===== config.mk =====
export PLATFORM = sky130hd
export DESIGN_NAME = ghs_ctrl
export DESIGN_NICKNAME = d
export VERILOG_FILES = /design/src/rtl/ghs_pkg.sv /design/src/rtl/ghs_ctrl.sv
export SDC_FILE = /design/constraint.sdc
export NUM_CORES = 1
export LEC_CHECK = 0
export BUFFER_PORTS_ARGS = -buffer_cell sky130_fd_sc_hd__buf_4
export CORE_MARGIN = 2
export CORE_UTILIZATION = 30
export DETAILED_ROUTE_END_ITERATION = 7
export REMOVE_ABC_BUFFERS = 1
export SYNTH_ARGS = -nofsm -noshare
export SYNTH_HDL_FRONTEND = slang
export SYNTH_SLANG_ARGS = --single-unit

===== constraint.sdc =====
create_clock -name aclk -period 2.64 [get_ports aclk]
set_input_delay 0.396 -clock aclk [delete_from_list [all_inputs] [get_ports aclk]]
set_output_delay 0.396 -clock aclk [all_outputs]
set_load 0.02 [all_outputs]

===== src/rtl/ghs_pkg.sv =====
// shared types, constants and helpers for the graham scan hull block
// no dependencies
package ghs_pkg;

    localparam int DEF_MAX_POINTS = 64;
    localparam int COORD_W        = 16;
    localparam int MIN_HULL       = 3;
    localparam int SCAN_FLOOR     = 2;
    localparam int OPER_W         = COORD_W + 3;
    localparam int PROD_W         = 2 * OPER_W;

    typedef struct packed {
        logic signed [COORD_W-1:0] x;
        logic signed [COORD_W-1:0] y;
    } point_t;

    // datapath command, one per cycle
    typedef enum logic [4:0] {
        DP_NOP,
        DP_RD_ZERO,
        DP_RD_I,
        DP_RD_I1,
        DP_RD_JM1,
        DP_AN_INIT,
        DP_AN_CMP,
        DP_SW_WR1,
        DP_SW_WR0,
        DP_SO_TMP,
        DP_EVAL_TURN_A,
        DP_EVAL_DIST,
        DP_EVAL_TURN_S,
        DP_SO_SHIFT,
        DP_SO_PLACE,
        DP_DD_INIT,
        DP_TMP_RD,
        DP_DD_FLUSH,
        DP_DD_MERGE,
        DP_DD_KEEP,
        DP_DEG_OUT,
        DP_SC_W0,
        DP_SC_W1,
        DP_SC_W2,
        DP_SC_POP,
        DP_SC_S0,
        DP_SC_PUSH,
        DP_EM_RD,
        DP_EM_LOAD
    } ghs_op_t;

    // datapath status back to the controller
    typedef struct packed {
        logic i_ge_n;
        logic i1_ge_n;
        logic i_ge_m;
        logic j_le1;
        logic n_lt2;
        logic m_lt3;
        logic sp_gt2;
        logic u_done;
        logic u_neg;
        logic u_zero;
        logic out_beat;
        logic out_last;
    } ghs_stat_t;

    function automatic logic signed [OPER_W-1:0] sext_oper(input logic signed [COORD_W-1:0] v);
        sext_oper = {{(OPER_W-COORD_W){v[COORD_W-1]}}, v};
    endfunction

endpackage


===== src/rtl/ghs_ctrl.sv =====
// sequencer for load, anchor search, angle sort, collinear pruning,
// stack scan and emission; depends on ghs_pkg
module ghs_ctrl
    import ghs_pkg::*;
(
    input  logic      aclk,
    input  logic      aresetn,
    input  logic      s_valid,
    input  logic      s_point_last,
    input  ghs_stat_t stat,
    output logic      s_ready,
    output ghs_op_t   op
);

    typedef enum logic [34:0] {
        ST_IDLE     = 35'd1 << 0,
        ST_AN_RD0   = 35'd1 << 1,
        ST_AN_INIT  = 35'd1 << 2,
        ST_AN_RD    = 35'd1 << 3,
        ST_AN_CMP   = 35'd1 << 4,
        ST_SW_RD0   = 35'd1 << 5,
        ST_SW_WR1   = 35'd1 << 6,
        ST_SW_WR0   = 35'd1 << 7,
        ST_SO_NEXT  = 35'd1 << 8,
        ST_SO_TMP   = 35'd1 << 9,
        ST_SO_CHK   = 35'd1 << 10,
        ST_SO_TURN  = 35'd1 << 11,
        ST_SO_TW    = 35'd1 << 12,
        ST_SO_DIST  = 35'd1 << 13,
        ST_SO_DW    = 35'd1 << 14,
        ST_SO_SHIFT = 35'd1 << 15,
        ST_SO_PLACE = 35'd1 << 16,
        ST_DD_INIT  = 35'd1 << 17,
        ST_DD_LOAD  = 35'd1 << 18,
        ST_DD_CHK   = 35'd1 << 19,
        ST_DD_TURN  = 35'd1 << 20,
        ST_DD_TW    = 35'd1 << 21,
        ST_DG_CHK   = 35'd1 << 22,
        ST_SC_W0    = 35'd1 << 23,
        ST_SC_W1    = 35'd1 << 24,
        ST_SC_W2    = 35'd1 << 25,
        ST_SC_NEXT  = 35'd1 << 26,
        ST_SC_TMP   = 35'd1 << 27,
        ST_SC_CHK   = 35'd1 << 28,
        ST_SC_TW    = 35'd1 << 29,
        ST_SC_POP   = 35'd1 << 30,
        ST_SC_PUSH  = 35'd1 << 31,
        ST_EM_RD    = 35'd1 << 32,
        ST_EM_LOAD  = 35'd1 << 33,
        ST_OUT_HOLD = 35'd1 << 34
    } state_t;

    state_t state_reg, state_next;

    // next state and datapath command
    always_comb begin
        state_next = state_reg;
        op         = DP_NOP;
        s_ready    = 1'b0;
        unique case (state_reg)
            ST_IDLE: begin
                s_ready = 1'b1;
                if (s_valid && s_point_last) begin
                    state_next = ST_AN_RD0;
                end
            end
            ST_AN_RD0: begin
                op         = DP_RD_ZERO;
                state_next = ST_AN_INIT;
            end
            ST_AN_INIT: begin
                op         = DP_AN_INIT;
                state_next = ST_AN_RD;
            end
            ST_AN_RD: begin
                if (stat.i_ge_n) begin
                    state_next = ST_SW_RD0;
                end else begin
                    op         = DP_RD_I;
                    state_next = ST_AN_CMP;
                end
            end
            ST_AN_CMP: begin
                op         = DP_AN_CMP;
                state_next = ST_AN_RD;
            end
            ST_SW_RD0: begin
                op         = DP_RD_ZERO;
                state_next = ST_SW_WR1;
            end
            ST_SW_WR1: begin
                op         = DP_SW_WR1;
                state_next = ST_SW_WR0;
            end
            ST_SW_WR0: begin
                op         = DP_SW_WR0;
                state_next = ST_SO_NEXT;
            end
            // insertion sort by angle about the anchor
            ST_SO_NEXT: begin
                if (stat.i_ge_n) begin
                    state_next = ST_DD_INIT;
                end else begin
                    op         = DP_RD_I;
                    state_next = ST_SO_TMP;
                end
            end
            ST_SO_TMP: begin
                op         = DP_SO_TMP;
                state_next = ST_SO_CHK;
            end
            ST_SO_CHK: begin
                if (stat.j_le1) begin
                    state_next = ST_SO_PLACE;
                end else begin
                    op         = DP_RD_JM1;
                    state_next = ST_SO_TURN;
                end
            end
            ST_SO_TURN: begin
                op         = DP_EVAL_TURN_A;
                state_next = ST_SO_TW;
            end
            ST_SO_TW: begin
                if (stat.u_done) begin
                    if (stat.u_zero) begin
                        state_next = ST_SO_DIST;
                    end else if (stat.u_neg) begin
                        state_next = ST_SO_SHIFT;
                    end else begin
                        state_next = ST_SO_PLACE;
                    end
                end
            end
            ST_SO_DIST: begin
                op         = DP_EVAL_DIST;
                state_next = ST_SO_DW;
            end
            ST_SO_DW: begin
                if (stat.u_done) begin
                    state_next = stat.u_neg ? ST_SO_SHIFT : ST_SO_PLACE;
                end
            end
            ST_SO_SHIFT: begin
                op         = DP_SO_SHIFT;
                state_next = ST_SO_CHK;
            end
            ST_SO_PLACE: begin
                op         = DP_SO_PLACE;
                state_next = ST_SO_NEXT;
            end
            // keep only the farthest of points collinear with the anchor
            ST_DD_INIT: begin
                op         = DP_DD_INIT;
                state_next = stat.n_lt2 ? ST_DG_CHK : ST_DD_LOAD;
            end
            ST_DD_LOAD: begin
                op         = DP_TMP_RD;
                state_next = ST_DD_CHK;
            end
            ST_DD_CHK: begin
                if (stat.i1_ge_n) begin
                    op         = DP_DD_FLUSH;
                    state_next = ST_DG_CHK;
                end else begin
                    op         = DP_RD_I1;
                    state_next = ST_DD_TURN;
                end
            end
            ST_DD_TURN: begin
                op         = DP_EVAL_TURN_A;
                state_next = ST_DD_TW;
            end
            ST_DD_TW: begin
                if (stat.u_done) begin
                    op         = stat.u_zero ? DP_DD_MERGE : DP_DD_KEEP;
                    state_next = ST_DD_CHK;
                end
            end
            ST_DG_CHK: begin
                if (stat.m_lt3) begin
                    op         = DP_DEG_OUT;
                    state_next = ST_OUT_HOLD;
                end else begin
                    op         = DP_RD_ZERO;
                    state_next = ST_SC_W0;
                end
            end
            // stack scan
            ST_SC_W0: begin
                op         = DP_SC_W0;
                state_next = ST_SC_W1;
            end
            ST_SC_W1: begin
                op         = DP_SC_W1;
                state_next = ST_SC_W2;
            end
            ST_SC_W2: begin
                op         = DP_SC_W2;
                state_next = ST_SC_NEXT;
            end
            ST_SC_NEXT: begin
                if (stat.i_ge_m) begin
                    state_next = ST_EM_RD;
                end else begin
                    op         = DP_RD_I;
                    state_next = ST_SC_TMP;
                end
            end
            ST_SC_TMP: begin
                op         = DP_TMP_RD;
                state_next = ST_SC_CHK;
            end
            ST_SC_CHK: begin
                if (stat.sp_gt2) begin
                    op         = DP_EVAL_TURN_S;
                    state_next = ST_SC_TW;
                end else begin
                    state_next = ST_SC_PUSH;
                end
            end
            ST_SC_TW: begin
                if (stat.u_done) begin
                    if (stat.u_neg) begin
                        state_next = ST_SC_PUSH;
                    end else begin
                        op         = DP_SC_POP;
                        state_next = ST_SC_POP;
                    end
                end
            end
            ST_SC_POP: begin
                op         = DP_SC_S0;
                state_next = ST_SC_CHK;
            end
            ST_SC_PUSH: begin
                op         = DP_SC_PUSH;
                state_next = ST_SC_NEXT;
            end
            // emit from stack top down to the anchor
            ST_EM_RD: begin
                op         = DP_EM_RD;
                state_next = ST_EM_LOAD;
            end
            ST_EM_LOAD: begin
                op         = DP_EM_LOAD;
                state_next = ST_OUT_HOLD;
            end
            ST_OUT_HOLD: begin
                if (stat.out_beat) begin
                    state_next = stat.out_last ? ST_IDLE : ST_EM_RD;
                end
            end
            default: begin
                state_next = ST_IDLE;
            end
        endcase
    end

    always_ff @(posedge aclk) begin
        if (!aresetn) begin
            state_reg <= ST_IDLE;
        end else begin
            state_reg <= state_next;
        end
    end

endmodule


* After elaboration in Yosys (flattened, before gate mapping) *
Cells that the tools add are included.

word-level totals
  register bits = 35
  bits of input ports = 16
  output and inout port bits = 6
  word-level logic and storage cells = 84

operators by class
  equal/unequal tests = 41
  muxes and demuxes = 31
  reductions and logical operators = 11

operators by type and width
  kind                                                                     count
  35-bit case mux with 30 select lines                                     1
  35-bit 2-to-1 mux                                                        7
  5-bit case mux with 27 select lines                                      1
  33-bit 2-to-1 mux                                                        2
  32-bit 2-to-1 mux                                                        2
  17-bit 2-to-1 mux                                                        3
  23-bit 2-to-1 mux                                                        2
  35-bit by 1-bit equality test with 1-bit output, second input constant   1
  35-bit by 10-bit equality test with 1-bit output, second input constant  1
  35-bit by 11-bit equality test with 1-bit output, second input constant  1
  35-bit by 12-bit equality test with 1-bit output, second input constant  1
  35-bit by 13-bit equality test with 1-bit output, second input constant  1
  35-bit by 14-bit equality test with 1-bit output, second input constant  1
  35-bit by 15-bit equality test with 1-bit output, second input constant  1
  35-bit by 16-bit equality test with 1-bit output, second input constant  1
  35-bit by 17-bit equality test with 1-bit output, second input constant  1
  35-bit by 18-bit equality test with 1-bit output, second input constant  1
  35-bit by 19-bit equality test with 1-bit output, second input constant  1
  35-bit by 2-bit equality test with 1-bit output, second input constant   1
  35-bit by 20-bit equality test with 1-bit output, second input constant  1
  35-bit by 21-bit equality test with 1-bit output, second input constant  1
  35-bit by 22-bit equality test with 1-bit output, second input constant  1
  35-bit by 23-bit equality test with 1-bit output, second input constant  1
  35-bit by 24-bit equality test with 1-bit output, second input constant  1
  other kinds (29)                                                         48

* Longest topological paths before layout *
Gate-level depths: netlist of the first run.

  depth after elaboration = 4
  mapped depth = 10
  gate-level depth less buffers = 7

* Least setup slack after synthesis of the first run *
OpenSTA, ideal clock, no wires.

  path kind = register to output
  from = register state_reg[4]
  to = output port op[3]
  arrival = 2.185 ns
  required time = 2.244 ns
  path slack = 0.059 ns
  cell stages (with the launch flop) = 7
  path buffers = 0
  path through = dfxtp_1 nor4_4 nand4_1 or4b_4 or2_1 o2111a_1 nand4_1

on the way
  word-level cells in the longest chain between the ends = 3
  elaborated cells between the ends (all ways) = 36
  those cells by class = eq/ne (31); mux (1); reduce/logical (4)

ends and longest elaborated chain
  element                                                                   line             text
  from (decl)                                                               ghs_ctrl.sv:53   state_t state_reg, state_next;
  from (signal assigned)                                                    ghs_ctrl.sv:264  state_reg <= state_next;
  35-bit by 28-bit equality test with 1-bit output (tied with other cells)  ghs_ctrl.sv:60   unique case (state_reg)
  2-bit OR reduction (no line)                                              n/a
  5-bit case mux with 27 select lines *                                     ghs_ctrl.sv:60
  to (decl)                                                                 ghs_ctrl.sv:12   output ghs_op_t op

Every way passes the cells marked *; elsewhere a longest branch is shown, timed or not.

* Worst setup path after layout of the first run *
  from = register state_reg[4]
  to = output port op[4]

Same word-level chain as after synthesis.

==> results of run 1 <==
[Yosys cell counts (all sizes together) (3+ instances only)]
| master | number | area share |
|---|---|---|
| buf | 3 | 0.014 |
| nor4 | 15 | 0.077 |
| nand4 | 19 | 0.059 |
| dfxtp | 35 | 0.33 |
| nand4b | 12 | 0.050 |
| inv | 12 | 0.021 |
| a21oi | 10 | 0.024 |
| and3 | 6 | 0.018 |
| nand3 | 13 | 0.031 |
| nor2b | 7 | 0.021 |
| or4 | 3 | 0.011 |
| a41oi | 5 | 0.021 |
| nor2 | 47 | 0.083 |
| nand2 | 19 | 0.034 |
| nor3b | 4 | 0.014 |
| nand2b | 5 | 0.015 |
| nor3 | 15 | 0.038 |
| nor4b | 3 | 0.012 |
| or2 | 4 | 0.012 |
| a31oi | 3 | 0.012 |
| or3 | 5 | 0.015 |
[per-stage QoR]
stage | TNS (ns) | hold slack [ns] | setup WS [ns] | cell area [um^2]
3_5_place_dp | -0.0750 | 0.580 | -0.0550 | 2830
4_1_cts | -1.12 | 0.277 | -0.273 | 3010
6_report | -1.04 | 0.281 | -0.290 | 3090
2_1_floorplan | 0 | 0.472 | 0.0594 | 2090
5_1_grt | -1.65 | 0.280 | -0.410 | 3090
3_3_place_gp | -0.309 | 0.571 | -0.0915 | 2830
[critical path, delay by kind of cell (launching register included)]
| family | cells | cell delay, ns |
|---|---|---|
| AND/OR/NAND/NOR | 5 | 1.51 |
| buffers and inverters | 1 | 0.14 |
| flip-flops | 1 | 0.34 |
| AO/OA/AOI/OAI | 1 | 0.26 |
[placed cells by master, fill, tap and decap left out, types with 2 or more instances in the layout]
master / count
a22oi_1: 2
buf_4: 86
nor4_2: 5
nor2b_1: 7
buf_6: 4
nor2_2: 2
a31oi_1: 2
a21oi_1: 9
nor3b_1: 4
xor2_1: 2
o211ai_1: 2
nor2_1: 45
nand4b_1: 12
or4_1: 2
or2_1: 2
dfxtp_1: 30
nor3_2: 4
clkbuf_8: 7
nand2_1: 19
nand2b_1: 5
nand4_1: 18
and3_1: 6
a41oi_1: 4
inv_1: 12
or3_1: 4
dfxtp_2: 5
nor4_4: 4
nor4_1: 6
nor3_1: 10
nor4b_1: 3
nand3_1: 12
[logic make-up (layout without fill, tap and decap cells)]
| logic type | Yosys count | in the layout | share of synthesized area |
|---|---|---|---|
| flops | 35 | 35 | 0.330 |
| compound gates | 33 | 33 | 0.114 |
| buf+inv | 16 | 110 | 0.0372 |
| xor+xnor | 2 | 2 | 0.00826 |
| simple gates | 182 | 182 | 0.510 |
[cell type report]
cell class              instances  area share
well taps                      96      0.0389
repair buffers                 90       0.223
flip-flops and latches         35       0.229
inverters                      12      0.0146
clock buffers                   8      0.0324
multi-input cells             217       0.462
[worst paths after layout]
kind / cells after the start / end / slack (ns)
max: 7 / op[4] / -0.29
min: 2 / state_reg[18]$_SDFFE_PN0P_ / 0.28
max reg2reg: 10 / state_reg[1]$_SDFFE_PN0P_ / 0.12
min reg2reg: 2 / state_reg[26]$_SDFFE_PN0P_ / 0.63
[what timing repair did]
action,4_1_cts,5_1_grt
gates resized for setup,15,13
setup buffers,3,4
endpoints found under the hold margin,0,0
setup endpoints to repair,6,31
pin swaps,5,8
[power breakdown]
| group | switching, mW | total (mW) | internal [mW] |
|---|---|---|---|
| logic | 0.172 | 0.319 | 0.147 |
| clock network | 0.198 | 0.436 | 0.238 |
| registers | 0.00753 | 0.544 | 0.537 |
| total | 0.377 | 1.30 | 0.922 |
[layer usage]
layer,track usage,share of wire,up-vias
li1,-,-,1199
met1,0.263,0.43,1193
met2,0.350,0.47,90
met3,0.0330,0.069,13
met4,0.0716,0.027,0
met5,0,0,-
==> impl_summary.txt, run 1 <==
----------------------------------------------------
[Run status]
  Result of the run ... finished with violations
  Violations in the final reports ... setup timing

[STA]
  Final setup skew ... 0.00232 ns
  Highest clock frequency the design can meet ... 0.341 GHz
  Unrepaired setup endpoints after global routing ... yes
  Transition time at the pin with the least slew margin ... 0.719 ns
  Final setup violation count ... 5
  Shortest period the worst path allows ... 2.93 ns
  Slew margin rel. ... 0.514
  Post-route fraction of the period consumed by the critical path ... 1.11
  Final worst setup slack ... -0.290 ns
  Hold Fails Final Rpt ... 0
  Pins over their slew limit ... 0

[Die]
  Effective utilization at floorplan ... 0.310
  Die Ht ... 88.1 um
  Placeable core area ... 6830 um^2
  Row count ... 30
  DIE AREA ... 7760 um^2
  Horizontal die dimension ... 88.1 um
  Ports ... 22

[Routing]
  Total iterations of the first detailed-routing run ... 5
  Final Routed Wirelength ... 7.53 mm
  First-iteration detailed-routing DRC count ... 260
  Detailed-route vias per instance ... 5.45
  Vias after detailed routing ... 2495
  Mean routed wirelength per cell ... 16.4 um
  Detailed-route DRC error count ... 0
  Number of nets with antenna violations after routing ... 0

[Worst setup path]
  Slowest stage cell, crit path ... or4b_4
  Timing startpoint of the critical path ... state_reg[4]$_SDFFE_PN0P_
  Type of the worst setup path ... flip-flop to output port
  Type of origin of the critical path ... flip-flop
  CP Data Required Time ... 2.24 ns
  Crit Reg-Reg Startpoint ... state_reg[18]$_SDFFE_PN0P_
  Cell repeated most along the worst path ... nand4_1
  Stage delay of the slowest cell on the critical path ... 0.57 ns
  Data arrival time of the critical path ... 2.53 ns
  Sequence of cells on the critical path ... nor4_4, nand4_1, or4b_4, or2_1, o2111a_1, nand4_1, buf_6
  Top fanout value on the critical path ... 4
  Crit. End Element ... output port

[Clock tree]
  CTS hold repair buffers ... 0
  H-tree levels ... 2
  Clock root buffer master ... clkbuf_8
  Number of clock sinks ... 35
  Worst-path clk slew ... 0.07 ns
  TritonCTS clock tree ... built
  Clk Latency, worst-skew pair ... 0.28 ns
  Max Root-Sink Buffers ... 2
  CTS buffer count ... 5

[Synthesis]
  Post-synth cell types ... 46
  Post-synthesis instance area ... 2120 um^2
  Synth Area per Inst ... 7.91 um^2
  Sequential fraction of the synthesis area ... 0.330
  Synth Instances ... 268
  Warning count from the yosys run ... 0
  Async S/R FF share, synth ... 0
  Register bit count reported by yosys ... 35
  Top_reg_cell synth ... dfxtp_1
  Number of flops mapped to enable cells by yosys ... 0

[Placed design]
  Number of placed instances, taps included ... 443
  Placer's final routability congestion estimate ... 0.945
  HPWL after DPL ... 5.99 mm
  Port Buf Inserts ... 21

[Global routing]
  Global-route wire length before repair ... 12.0 mm
  Via count of the first global-routing pass ... 2456
  Largest net degree at the start of global routing ... 14
  Total overflow reported by the global router ... 0
  Number of antenna violations at the first check in global routing ... 0
  Global-route usage over all layers ... 0.205

[Final layout]
  Final core utilization ... 0.453
  Post-layout nets ... 377
  Non-filler cells in the finished layout ... 458
  Area Growth Syn to Fin ... 45.8%
  Diode insertion count for antenna repair ... 0
  Number of filler cells placed in the layout ... 703
  Share of final-layout standard cells stronger than drive strength 1 ... 0.359
  Area taken by flip-flops and latches ... 707 um^2
  Area used by multi-input combinational logic ... 1430 um^2
  Max reg flops ... 35

[Power]
  Leakage power figure ... 1.34 nW
  Post-layout power ... 1.30 mW
  Cell area power density ... 420 nW/um^2
  VDD IR max ... 0.000149 V

[Min path]
  Hold Path Class ... primary input to flip-flop
  Source of the worst hold timing path ... stat[7]

[Job]
  Count of maximum capacitance violations ... 0

----------------------------------------------------
Power figures use the tool's default switching activity.
==> run 2, diff against run 1 <==
BUFFER_PORTS_ARGS = -buffer_cell sky130_fd_sc_hd__buf_2   (was -buffer_cell sky130_fd_sc_hd__buf_4)
==> run 2 against run 1 <==
  * The run still ends with setup timing left
  * Utilization is 1.4 points higher
  * Flip-flop and latch count stayed put
  * First-iteration DRC count is 17% lower
  * Die area stayed put
  * Total power is 2.3% higher
  * Sequential share of layout area is 0.68 points lower
  * Clock skew is 0.0057 ns higher
  * Non-clock buffer count is 12 higher
  * Register-to-register slack better by 0.04 ns
  * Fmax is 0.26% lower
  * Critical path type unchanged
  * Critical endpoint is now op[0]
  * Largest cell class unchanged
==> impl_summary.txt, run 2 (synthesized netlist as in run 1, its figures left out) <==
----------------------------------------------------
[Run status]
  Result of the run ... finished with violations
  Violations in the final reports ... setup timing

[STA]
  Transition time at the pin with the least slew margin ... 0.563 ns (-0.156 ns)
  Hold Fails Final Rpt ... 0 (unchanged)
  Unrepaired setup endpoints after global routing ... yes
  Final worst setup slack ... -0.297 ns (-0.00769 ns)
  Shortest period the worst path allows ... 2.94 ns (+0.00769 ns)
  Final setup skew ... 0.00799 ns (+0.00567 ns)
  Post-route fraction of the period consumed by the critical path ... 1.11 (+0.00291)
  Highest clock frequency the design can meet ... 0.340 GHz (-0.26%)
  Slew margin rel. ... 0.619 (+0.105)
  Pins over their slew limit ... 0 (unchanged)
  Final setup violation count ... 5 (unchanged)

[Global routing]
  Number of antenna violations at the first check in global routing ... 0 (unchanged)
  Global-route usage over all layers ... 0.207 (+0.00125)
  Total overflow reported by the global router ... 0 (unchanged)
  Largest net degree at the start of global routing ... 14 (unchanged)
  Global-route wire length before repair ... 12.0 mm (+0.17%)
  Via count of the first global-routing pass ... 2395 (-2.5%)

[Die]
  Die Ht ... 88.1 um (unchanged)
  Ports ... 22 (unchanged)
  Horizontal die dimension ... 88.1 um (unchanged)
  Placeable core area ... 6830 um^2 (unchanged)
  Effective utilization at floorplan ... 0.310 (unchanged)
  Row count ... 30 (unchanged)
  DIE AREA ... 7760 um^2 (unchanged)

[Routing]
  Total iterations of the first detailed-routing run ... 5 (unchanged)
  First-iteration detailed-routing DRC count ... 216 (-17%)
  Detailed-route vias per instance ... 5.51 (+1.2%)
  Mean routed wirelength per cell ... 16.6 um (+0.78%)
  Number of nets with antenna violations after routing ... 0 (unchanged)
  Vias after detailed routing ... 2592 (+3.9%)
  Final Routed Wirelength ... 7.79 mm (+3.4%)
  Detailed-route DRC error count ... 0 (unchanged)

[Power]
  Cell area power density ... 417 nW/um^2 (-0.73%)
  Switching part of the total ... 0.299 (+0.00902)
  Share of power burned in registers ... 0.409 (-0.010)
  Leakage power figure ... 1.38 nW (+3.5%)
  Internal cell power ... 931 uW (+1.0%)
  Share of total power in combinational logic ... 0.252 (+0.006)
  Clk pwr share ... 0.338 (+0.002)
  Sw Pwr ... 398 uW (+5.5%)
  VDD IR max ... 0.000192 V (+29%)

[Final layout]
  Number of filler cells placed in the layout ... 713 (+1.4%)
  Diode insertion count for antenna repair ... 0 (unchanged)
  Most frequent cells in the layout ... buf_4 (82), nor2_1 (44), dfxtp_1 (30)
  Share of final-layout standard cells stronger than drive strength 1 ... 0.388 (+0.0286)
  Post-route design area ... 3190 um^2 (+3.1%)
  Post-layout nets ... 389 (+3.2%)
  Most common cell after layout, fill and taps aside ... buf_4
  Max reg flops ... 35 (unchanged)
  Area Growth Syn to Fin ... 50.3%

[Worst setup path]
  Top fanout value on the critical path ... 4 (unchanged)
  Crit. End Element ... output port
  Slowest stage cell, crit path ... or4_1
  Crit Reg-Reg Startpoint ... state_reg[16]$_SDFFE_PN0P_
  Data arrival time of the critical path ... 2.54 ns (about the same)
  Bufs and invs on worst path ... 2 (+1)
  Type of the worst setup path ... flip-flop to output port
  CP Data Required Time ... 2.24 ns (about the same)
  Capture point of the worst path ... op[0]
  Capturing point of the worst reg2reg path ... state_reg[3]$_SDFFE_PN0P_
  R2R cell count ... 13 (+3)
  Timing startpoint of the critical path ... state_reg[18]$_SDFFE_PN0P_
  Cell repeated most along the worst path ... buf_4
  Sequence of cells on the critical path ... nor4_2, buf_4, nand4_2, or4_1, or2_4, o221ai_1, or3_1, buf_4
  Count of cell instances traversed by the critical path ... 8 (+1)
  Type of origin of the critical path ... flip-flop
  Worst-case register-to-register setup slack ... 0.16 ns (+0.04 ns)
  Stage delay of the slowest cell on the critical path ... 0.55 ns (-0.02 ns)
  Critical path's top delay family ... simple AND/OR/NAND/NOR gates

[Clock tree]
  TritonCTS clock tree ... built
  Max Root-Sink Buffers ... 2 (unchanged)
  Number of clock sinks ... 35 (unchanged)
  Worst-path clk slew ... 0.07 ns (about the same)
  H-tree levels ... 2 (unchanged)
  CTS hold repair buffers ... 0 (unchanged)
  Clk Latency, worst-skew pair ... 0.30 ns (+0.02 ns)
  CTS buffer count ... 5 (unchanged)
  Clock root buffer master ... clkbuf_8

[Placed design]
  Port Buf Inserts ... 21 (unchanged)
  Worst setup slack after placement ... -0.126 ns (-0.0712 ns)
  Standard cell area after detailed placement ... 2850 um^2 (+0.80%)
  HPWL after DPL ... 6.20 mm (+3.6%)
  Placer's final routability congestion estimate ... 0.991 (+4.8%)

[Job]
  Count of maximum capacitance violations ... 0 (unchanged)

[Min path]
  Hold Path Class ... primary input to flip-flop

----------------------------------------------------
-- run 2: cell count changes in the layout (fill, tap and decap cells not counted), sizes merged --
cell / before / now
buf: 90 / 102
-- run 2: metrics by stage --
step	instances	setup TNS, ns	power [mW]	hold slack, ns	utilization
after floorplan	264	0	0.684	0.472	-
after global placement	453	-0.315	0.829	0.578	0.418
after detailed placement	453	-0.253	0.830	0.590	0.418
after CTS	467	-1.07	1.30	0.279	0.452
after global routing	470	-1.52	1.38	0.292	0.466
final	470	-1.13	1.33	0.274	0.466
-- run 2: per-layer routing --
metal | GRT usage | wire, um | part of all wire | vias to the layer above
met5 | 0 | 0 | 0 | -
met4 | 0.0730 | 190 | 0.024 | 0
met3 | 0.0292 | 521 | 0.067 | 19
met2 | 0.338 | 3600 | 0.46 | 111
met1 | 0.278 | 3480 | 0.45 | 1238
li1 | - | - | - | 1224
-- run 2: final cells by class --
class	instances	area, um^2	share of cell area
Multi-Input combinational cell	217	1470	0.461
Timing Repair Buffer	102	747	0.234
Tap cell	96	120	0.0377
Inverter	12	45.0	0.0141
Sequential cell	35	707	0.222
Clock buffer	8	100	0.0314
-- run 2: repair_timing --
| item | 4_1_cts | 5_1_grt |
|---|---|---|
| pin swaps | 14 | 13 |
| gates resized for setup | 24 | 18 |
| buffers inserted | 6 | 4 |
| endpoints found under the setup margin | 6 | 28 |
-- run 2: worst min path at each step --
stage / start / end / slack [ns] / cells past startpoint
finish: stat[7] / state_reg[18]$_SDFFE_PN0P_ / 0.27 / 2
global route: stat[8] / state_reg[11]$_SDFFE_PN0P_ / 0.29 / 2
CTS: stat[7] / state_reg[18]$_SDFFE_PN0P_ / 0.28 / 2
detailed placement: stat[7] / state_reg[18]$_SDFFE_PN0P_ / 0.59 / 2
global placement: stat[7] / state_reg[18]$_SDFFE_PN0P_ / 0.58 / 2
floorplan: stat[7] / state_reg[18]$_SDFFE_PN0P_ / 0.47 / 1
-- run 2: power groups by stage --
stage	sequential, mW	combinational [mW]	clock, mW
finish	0.544	0.336	0.450
global route	0.546	0.359	0.472
detailed placement	0.554	0.276	0
CTS	0.542	0.311	0.450
global placement	0.554	0.275	0
floorplan	0.556	0.128	0
==> run 3, diff against run 2 <==
CORE_ASPECT_RATIO = 0.5   (was not set)
==> run 3 against run 2 <==
  * The flow still finishes with violations (setup timing)
  * Sequential power about the same
  * Wire length is 3.7% higher
  * Utilization up 2.5 points
==> impl_summary.txt, run 3 (synthesized netlist as in run 1, its figures left out) <==
----------------------------------------------------
[Worst setup path]
  Type of the worst setup path ... flip-flop to output port
  Capturing point of the worst reg2reg path ... state_reg[0]$_SDFFE_PN1P_
  Worst-case register-to-register setup slack ... 0.18 ns (+0.02 ns)
  CP Data Required Time ... 2.24 ns (about the same)
  Type of origin of the critical path ... flip-flop
  Crit Reg-Reg Startpoint ... state_reg[0]$_SDFFE_PN1P_
  Data arrival time of the critical path ... 2.52 ns (-0.02 ns)
  Top fanout value on the critical path ... 4 (unchanged)
  Crit. End Element ... output port
  R2R cell count ... 10 (-3)

[Run status]
  Result of the run ... finished with violations
  Violations in the final reports ... setup timing

[Min path]
  Hold Path Class ... primary input to flip-flop
  Terminating pin of the worst hold path ... state_reg[18]$_SDFFE_PN0P_
  Source of the worst hold timing path ... stat[7]
  Hold depth ... 2 (unchanged)

[Die]
  DIE AREA ... 7800 um^2 (+0.53%)
  Ports ... 22 (unchanged)
  Effective utilization at floorplan ... 0.314 (+0.00362)
  Row count ... 21 (-30%)
  Die Ht ... 63.5 um (-28%)
  Placeable core area ... 6750 um^2 (-1.2%)
  Horizontal die dimension ... 123 um (+40%)

[Routing]
  Final Routed Wirelength ... 8.08 mm (+3.7%)
  Detailed-route DRC error count ... 0 (unchanged)
  Detailed-route vias per instance ... 5.59 (+1.3%)
  Vias after detailed routing ... 2603 (+0.42%)
  Mean routed wirelength per cell ... 17.3 um (+4.5%)
  Number of nets with antenna violations after routing ... 0 (unchanged)
  First-iteration detailed-routing DRC count ... 288 (+33%)
  Total iterations of the first detailed-routing run ... 5 (unchanged)

[STA]
  Slew margin rel. ... 0.483 (-0.136)
  Hold slack ... 0.307 ns (+0.0332 ns)
  Hold Fails Final Rpt ... 0 (unchanged)
  Post-route fraction of the period consumed by the critical path ... 1.10 (-0.00798)
  Final setup skew ... 0.00271 ns (-0.00528 ns)
  Final worst setup slack ... -0.276 ns (+0.0211 ns)
  Transition time at the pin with the least slew margin ... 0.764 ns (+0.201 ns)
  Total negative slack for setup checks ... -1.03 ns (+0.101 ns)
  Pins over their slew limit ... 0 (unchanged)
  Highest clock frequency the design can meet ... 0.343 GHz (+0.72%)
  Final setup violation count ... 5 (unchanged)
  Unrepaired setup endpoints after global routing ... yes
  Shortest period the worst path allows ... 2.92 ns (-0.0211 ns)

[Clock tree]
  TritonCTS clock tree ... built
  Worst-path clk slew ... 0.05 ns (-0.02 ns)
  CTS buffer count ... 5 (unchanged)
  H-tree levels ... 2 (unchanged)
  Clk Latency, worst-skew pair ... 0.28 ns (-0.02 ns)
  Clock root buffer master ... clkbuf_16
  Max Root-Sink Buffers ... 2 (unchanged)
  Number of clock sinks ... 35 (unchanged)

[Global routing]
  Most congested layer reported by global routing ... met2
  Met2 GRT Util ... 0.332 (-0.00597)
  Number of antenna violations at the first check in global routing ... 0 (unchanged)
  Largest net degree at the start of global routing ... 11 (-3)
  Via count of the first global-routing pass ... 2518 (+5.1%)
  Total overflow reported by the global router ... 0 (unchanged)
  Global-route usage over all layers ... 0.217 (+0.0109)
  Global-route wire length before repair ... 12.8 mm (+6.8%)
  Routing usage on met3 ... 0.0408 (+0.0115)
  Global routing met1 resource utilization ... 0.314 (+0.0351)

[Final layout]
  Diode insertion count for antenna repair ... 0 (unchanged)
  Number of filler cells placed in the layout ... 643 (-9.8%)
  Most frequent cells in the layout ... buf_4 (83), nor2_1 (45), dfxtp_1 (22)
  Post-layout nets ... 390 (+0.26%)
  Max reg flops ... 35 (unchanged)
  Area used by multi-input combinational logic ... 1540 um^2 (+5.0%)
  Most common cell after layout, fill and taps aside ... buf_4
  Share of final-layout standard cells stronger than drive strength 1 ... 0.433 (+0.0455)
  Area Growth Syn to Fin ... 56.5%
  Area taken by flip-flops and latches ... 719 um^2 (+1.8%)
  Final core utilization ... 0.492 (+0.0251)

[Power]
  Post-layout power ... 1.48 mW (+11%)
  Leakage power figure ... 1.44 nW (+4.3%)
  VDD IR max ... 0.000222 V (+16%)
  Cell area power density ... 446 nW/um^2 (+7.0%)

[Placed design]
  HPWL after DPL ... 6.36 mm (+2.6%)
  Port Buf Inserts ... 21 (unchanged)
  Worst setup slack after placement ... -0.165 ns (-0.0393 ns)
  Placer's final routability congestion estimate ... 1.08 (+9.3%)

[Job]
  Count of maximum capacitance violations ... 0 (unchanged)

----------------------------------------------------
==> run 3: cell types whose count changed in the layout (fill, tap and decap cells not counted), sizes merged <==
cell / before / now
clkinv: 0 / 1
buf: 102 / 103
clkbuf: 8 / 6
==> run 3: worst max-delay path, cell delays in order, from the launching register on <==
cell,delay [ns]
dfxtp_2,0.33
or4_4,0.54
nor3_1,0.56
nand4b_1,0.26
o211ai_1,0.22
nor4_4,0.08
o2111ai_2,0.11
buf_6,0.15
==> run 3: metrics by stage <==
| stage | area, um^2 | cells |
|---|---|---|
| 2_1_floorplan | 2090 | 264 |
| 3_3_place_gp | 2830 | 446 |
| 3_5_place_dp | 2830 | 446 |
| 4_1_cts | 3190 | 467 |
| 5_1_grt | 3320 | 466 |
| 6_report | 3320 | 466 |
==> run 3: repair_timing <==
item                                    CTS  global route
endpoints found under the setup margin   16            31
endpoints found under the hold margin     0             0
hold buffers                              0             0
buffers inserted                         14             1
pin swaps                                11            10
gates resized for setup                  30            31
==> run 3: area by class of cell <==
type,count,share of cell area
multi-input cells,217,0.464
inverters,12,0.0136
flip-flops and latches,35,0.217
repair buffers,103,0.227
well taps,92,0.0347
clock buffers,6,0.0418
clock inverters,1,0.00151
==> run 3: report_power, final <==
part / internal (mW) / switching (mW) / total (mW)
clock network: 0.368 / 0.220 / 0.588
registers: 0.536 / 0.00803 / 0.544
logic: 0.158 / 0.192 / 0.350
==> run 3: worst max-delay path by stage <==
stage | start | endpoint | slack [ns] | cells after the start
6_report | state_reg[0]$_SDFFE_PN1P_ | op[1] | -0.28 | 7
5_1_grt | state_reg[0]$_SDFFE_PN1P_ | op[1] | -0.35 | 7
4_1_cts | state_reg[14]$_SDFFE_PN0P_ | op[3] | -0.21 | 7
3_5_place_dp | state_reg[2]$_SDFFE_PN0P_ | op[1] | -0.17 | 11
3_3_place_gp | state_reg[2]$_SDFFE_PN0P_ | op[1] | -0.16 | 11
2_1_floorplan | state_reg[4]$_SDFFE_PN0P_ | op[3] | 0.06 | 6
==> run 3: per-layer routing <==
layer | vias to the layer above | wire, um
li1 | 1234 | -
met1 | 1252 | 3750
met2 | 104 | 3450
met3 | 13 | 763
met4 | 0 | 111
met5 | - | 0
